===== config.mk =====
export PLATFORM = sky130hd
export DESIGN_NAME = ptio_div
export DESIGN_NICKNAME = d
export VERILOG_FILES = /design/src/rtl/ptio_pkg.sv /design/src/rtl/ptio_div.sv
export SDC_FILE = /design/constraint.sdc
export NUM_CORES = 1
export LEC_CHECK = 0
export BUFFER_PORTS_ARGS = -buffer_cell sky130_fd_sc_hd__buf_4
export CAP_MARGIN = 5
export CELL_PAD_IN_SITES_DETAIL_PLACEMENT = 1
export CELL_PAD_IN_SITES_GLOBAL_PLACEMENT = 1
export CORE_MARGIN = 5
export CORE_UTILIZATION = 30
export CTS_CLUSTER_SIZE = 25
export DETAILED_ROUTE_END_ITERATION = 10
export GPL_TIMING_DRIVEN = 0
export PLACE_DENSITY_LB_ADDON = 0.1
export SLEW_MARGIN = 20
export SYNTH_ARGS = -nofsm -noshare
export SYNTH_HDL_FRONTEND = slang
export SYNTH_SLANG_ARGS = --single-unit

===== constraint.sdc =====
create_clock -name clk -period 6.4 [get_ports clk]
set_clock_uncertainty 0.1 [all_clocks]
set_input_delay 0.32 -clock clk [delete_from_list [all_inputs] [get_ports clk]]
set_output_delay 0.32 -clock clk [all_outputs]
set_load 0.005 [all_outputs]

===== src/rtl/ptio_pkg.sv =====
// ----------------------------------------------------------------------------
// ptio_pkg
// Shared types and constants of the per-tenant io throttle: word formats of
// the request and result channels, register indexes and reset values.
// ----------------------------------------------------------------------------
package ptio_pkg;

  localparam int NUM_TENANTS_DEF = 16;
  localparam int MAX_DECAY_DEF   = 5;

  localparam int NUM_WIDTH = 64;   // divider dividend width
  localparam int DEN_WIDTH = 35;   // divider divisor width

  localparam logic [31:0] UTIL_SCALE = 32'd1000;

  localparam logic        RST_ENABLE     = 1'b1;
  localparam logic [15:0] RST_STEP       = 16'd5;
  localparam logic [15:0] RST_CEILING    = 16'd100;
  localparam logic [31:0] RST_INTERVAL   = 32'd100000;
  localparam logic [31:0] RST_TENANT_CYC = 32'd2000000;
  localparam logic [31:0] RST_SYSTEM_CYC = 32'd1000000;
  localparam logic [31:0] RST_RD_FLOOR   = 32'd1000;
  localparam logic [31:0] RST_WR_FLOOR   = 32'd10;

  typedef enum logic [3:0] {
    REG_ENABLE      = 4'd0,
    REG_STEP        = 4'd1,
    REG_CEILING     = 4'd2,
    REG_INTERVAL    = 4'd3,
    REG_TENANT_CYC  = 4'd4,
    REG_SYSTEM_CYC  = 4'd5,
    REG_RD_FLOOR    = 4'd6,
    REG_WR_FLOOR    = 4'd7
  } cfg_reg_e;

  typedef enum logic [1:0] {
    REQ_LWRITE = 2'd0,
    REQ_LREAD  = 2'd1,
    REQ_PREAD  = 2'd2,
    REQ_PWRITE = 2'd3
  } req_type_e;

  typedef struct packed {
    logic [1:0]  req_type;
    logic [3:0]  tenant_id;
    logic [62:0] now_us;
    logic [31:0] latency_us;
  } in_t;

  typedef struct packed {
    logic [15:0] wait_us;
    logic        adjusted;
  } out_t;

endpackage


===== src/rtl/ptio_div.sv =====
// ----------------------------------------------------------------------------
// ptio_div
// Restoring divider, one quotient bit per cycle. Operands are taken on
// start, done pulses for one cycle when the quotient is ready.
// ----------------------------------------------------------------------------
module ptio_div
  import ptio_pkg::*;
#(
  parameter int NW = NUM_WIDTH,
  parameter int DW = DEN_WIDTH
) (
  input  logic          clk,
  input  logic          rst,
  input  logic          start,
  input  logic [NW-1:0] num,
  input  logic [DW-1:0] den,
  output logic          busy,
  output logic          done,
  output logic [NW-1:0] quo
);

  localparam int CW = $clog2(NW + 1);

  logic [DW-1:0] den_r;
  logic [DW-1:0] rem;
  logic [CW-1:0] cnt;
  logic [DW:0]   trial;
  logic [DW:0]   diff;

  assign trial = {rem, quo[NW-1]};
  assign diff  = trial - {1'b0, den_r};

  always_ff @(posedge clk) begin
    if (rst) begin
      busy <= 1'b0;
      done <= 1'b0;
      cnt  <= '0;
    end else begin
      done <= 1'b0;
      if (start) begin
        busy  <= 1'b1;
        cnt   <= '0;
        rem   <= '0;
        quo   <= num;
        den_r <= den;
      end else if (busy) begin
        if (diff[DW]) begin
          rem <= trial[DW-1:0];
          quo <= {quo[NW-2:0], 1'b0};
        end else begin
          rem <= diff[DW-1:0];
          quo <= {quo[NW-2:0], 1'b1};
        end
        cnt <= cnt + CW'(1);
        if (cnt == CW'(NW - 1)) begin
          busy <= 1'b0;
          done <= 1'b1;
        end
      end
    end
  end

endmodule


==> impl_metrics.toml <==
[power]
vdd_drop_max_uv = 155.6
p_per_area_nw_per_um2 = 275.0
p_leak_nw = 4.372

[floorplan]
die_w_microns = 171.4
start_util_pct = 30.26
dieHeight_microns = 171.4
core_area_sq_um = 25840
die_area_sq_um = 29390
num_rows = 59
io_pins = 168

[route]
drt-pass1-iter-count = 4
ant_nets = 0
first_iter_violations = 174
wire_per_inst_microns = 18.26
vias = 5883
wl_mm = 22.25
vias_per_cell = 4.826
drc = 0

[finish]
area_growth_pct = 35.75
n_fill_cell = 2788
multi_input_area_sq_um = 3313
fin_cells = 1219
layout.nets = 1009
regArea_sq_um = 4204
drive_above_1_share_pct = 34.09

[global_route]
grt_pass1_wl_mm = 35.29
antenna_found_initial = 1
grt-ovfl-total = 0
grt_use_total_pct = 15.32
grt_pass1_vias = 6535
grt_max_degree = 24

[timing]
setup_viol = 0
setup_ws_ns = 2.595
min_period_ns = 3.805
rsz0062_at_grt = "false"
finalMaxSlewViolations = 0
finalCritPeriodShare_pct = 59.46
fmax_ghz = 0.2628
finalSetupTns_ns = 0
worstMarginPinSlew_ns = 0.8040
maxSlewHeadroom_pct = 46.40
finalHoldViolations = 0

[logic_synthesis]
synth-seq-area-share_pct = 53.77
synth_flop_cell = "edfxtp_1"
syn-num-nets = 782
synthCells = 643
synth_top_area_cell = "edfxtp_1"
synth_top_area_share_pct = 51.46
async_flop_share_pct = 0
synth_seq_cells = 143
synth-edff-count = 134
netlist_area_sq_um = 7819
ys_types = 64
yosysWarnings = 0
syn_avg_cell_area_sq_um = 12.16
ys_top_cells_by_area = "edfxtp_1, mux2_2, ha_1"

[clock_tree]
cts_tree = "built"
root_buffer = "clkbuf_16"
postCtsSetupRepairBufs = 0
clk_latency_ns = 0.43
holdBufCountCts = 35
cts.sinks = 143
cts_buffers = 17
cts_resized = 0
htreeDepth = 4
clk_path_buf_depth = 2
clk_pin_slew_ns = 0.07

[placed_design]
dp_hpwl_mm = 16.78
gp_congestion = 0.8544
dp_cells = 1151
port_buffers = 167
dp_slack_ns = 2.613

[critical_path]
cpPeakStageDelay_ns = 0.53
slowest_stage = "a221oi_1"
crit_fanout = 4
path_cells = "inv_1 > ha_1 > inv_1 > fa_1 > a21oi_1 > o211ai_2 > o22ai_2 > a21oi_1 > a221oi_1 > o21ai_1 > and4b_1 > o31ai_1 > a21oi_1"
path_buf_inv = 2
crit_path_frequent_cell = "a21oi_1"
worst_ep_required_time_ns = 6.44
cp.arrival_ns = 3.85
critPathKind = "flip-flop to flip-flop"
cp-start-kind = "flip-flop"
critPathTopFamily = "compound AO/OA/AOI/OAI gates"
critPathCaptureType = "flip-flop"

[outcome]
outcome = "complete, no violations"

[hold_path]
hold_path_class = "primary input to flip-flop"

[flow_run]
cap_violations = 0
==> through the flow <==
stage	utilization [%]	total power [mW]	hold WS (ns)	instance area, sq um
final	41.08	2.919	0.08384	10610
after floorplan	-	1.647	0.3189	7819
after global placement	36.74	1.876	0.3649	9492
after global routing	41.08	3.078	0.06511	10610
after CTS	41.07	2.967	0.06656	10610
after detailed placement	37.43	1.901	0.3844	9672
==> Yosys cell counts (all sizes together), types with 2 or more instances <==
| cell type | count |
|---|---|
| nor3 | 6 |
| a221o | 2 |
| and4 | 4 |
| o22ai | 5 |
| o21bai | 5 |
| nor2b | 4 |
| buf | 13 |
| o2111ai | 2 |
| nand2 | 28 |
| o21a | 8 |
| nand4 | 5 |
| nand3 | 13 |
| clkbuf | 13 |
| mux2 | 63 |
| a211o | 3 |
| or2 | 2 |
| or3 | 2 |
| a21oi | 40 |
| mux2i | 24 |
| a31oi | 8 |
| inv | 50 |
| xor2 | 13 |
| a211oi | 9 |
| and2 | 3 |
| xnor2 | 20 |
| nor3b | 2 |
| o311ai | 2 |
| and3 | 6 |
| o211ai | 3 |
| nor2 | 50 |
| o31ai | 4 |
| a221oi | 4 |
| a21o | 11 |
| ha | 36 |
| dfxtp | 9 |
| o21ai | 19 |
| nand2b | 6 |
| nor4 | 2 |
| edfxtp | 134 |
==> placed cells by master, fill, tap and decap left out, types with 3 or more instances in the layout <==
cell / instances
buf_4: 167
edfxtp_1: 134
mux2_2: 63
inv_1: 50
nor2_1: 49
a21oi_1: 39
ha_1: 36
dlygate4sd3_1: 35
nand2_1: 28
mux2i_1: 24
xnor2_1: 20
clkbuf_16: 17
o21ai_0: 13
nand3_1: 13
xor2_1: 13
clkbuf_1: 12
a21o_1: 9
dfxtp_1: 9
a31oi_1: 8
o21a_1: 8
a211oi_2: 8
o21ai_1: 6
buf_2: 6
nor3_1: 6
nand2b_1: 6
inv_6: 6
buf_16: 6
nand4_1: 5
and3_1: 5
o21bai_1: 5
buf_1: 4
and4_1: 4
o22ai_1: 4
inv_8: 4
nor2b_1: 3
and2_1: 3
o31ai_1: 3
buf_6: 3
a221oi_1: 3
==> power breakdown <==
| part | internal, mW | switching [mW] | total (mW) |
|---|---|---|---|
| registers | 1.12 | 0.0355 | 1.15 |
| clock network | 0.556 | 0.473 | 1.03 |
| logic | 0.347 | 0.390 | 0.736 |
| total | 2.02 | 0.898 | 2.92 |
==> layer usage <==
layer	part of all wire (%)	track usage [%]	vias to the layer above
li1	-	-	2846
met1	42	17.75	2862
met2	48	26.27	158
met3	8.1	6.734	17
met4	1.1	3.445	0
met5	0	0	-
==> sequential cells by signal, indices dropped and copies added, names as in the netlist <==
register,count
busy,1
den_r,35
done,1
rem,35
quo,64
cnt,7
==> area by class of cell <==
| class | count | share of cell area (%) |
|---|---|---|
| Antenna cell | 1 | 0.02358 |
| Buffer | 26 | 1.214 |
| Clock buffer | 17 | 4.008 |
| Clock inverter | 15 | 1.544 |
| Inverter | 50 | 1.768 |
| Multi-Input combinational cell | 424 | 31.22 |
| Sequential cell | 143 | 39.61 |
| Tap cell | 335 | 3.949 |
| Timing Repair Buffer | 208 | 16.67 |
==> worst register-to-register path: cells and delay by family (launching register included) <==
family	cells	cell delay (ns)
AOI/OAI and AO/OA	8	2.04
adders and majority gates	2	0.57
buffers and inverters	2	0.14
DFF	1	0.41
and+or+nand+nor	1	0.26
==> cell families (layout without fill, tap and decap cells) <==
logic type               after synthesis  in the layout  synth area share (%)
flip-flops                           143            143                 53.77
AND/OR/NAND/NOR                      136            136                 8.369
AO/OA/AOI/OAI                        131            131                 11.95
multiplexers                          87             87                 12.15
buffers and inverters                 76            316                 4.048
adder cells (fa/ha/maj)               37             37                 6.017
XOR/XNOR                              33             33                 3.697
other                                  0              1                     0
==> worst paths after layout <==
path / end / cells past startpoint / slack (ns) / from
max: rem[34] / 13 / 2.59 / quo[63]
min: quo[56] / 2 / 0.08 / num[56]
max reg2reg: rem[34] / 13 / 2.59 / quo[63]
min reg2reg: cnt[5] / 2 / 0.39 / cnt[5]
No activity file was read; power rests on OpenSTA's default activity.
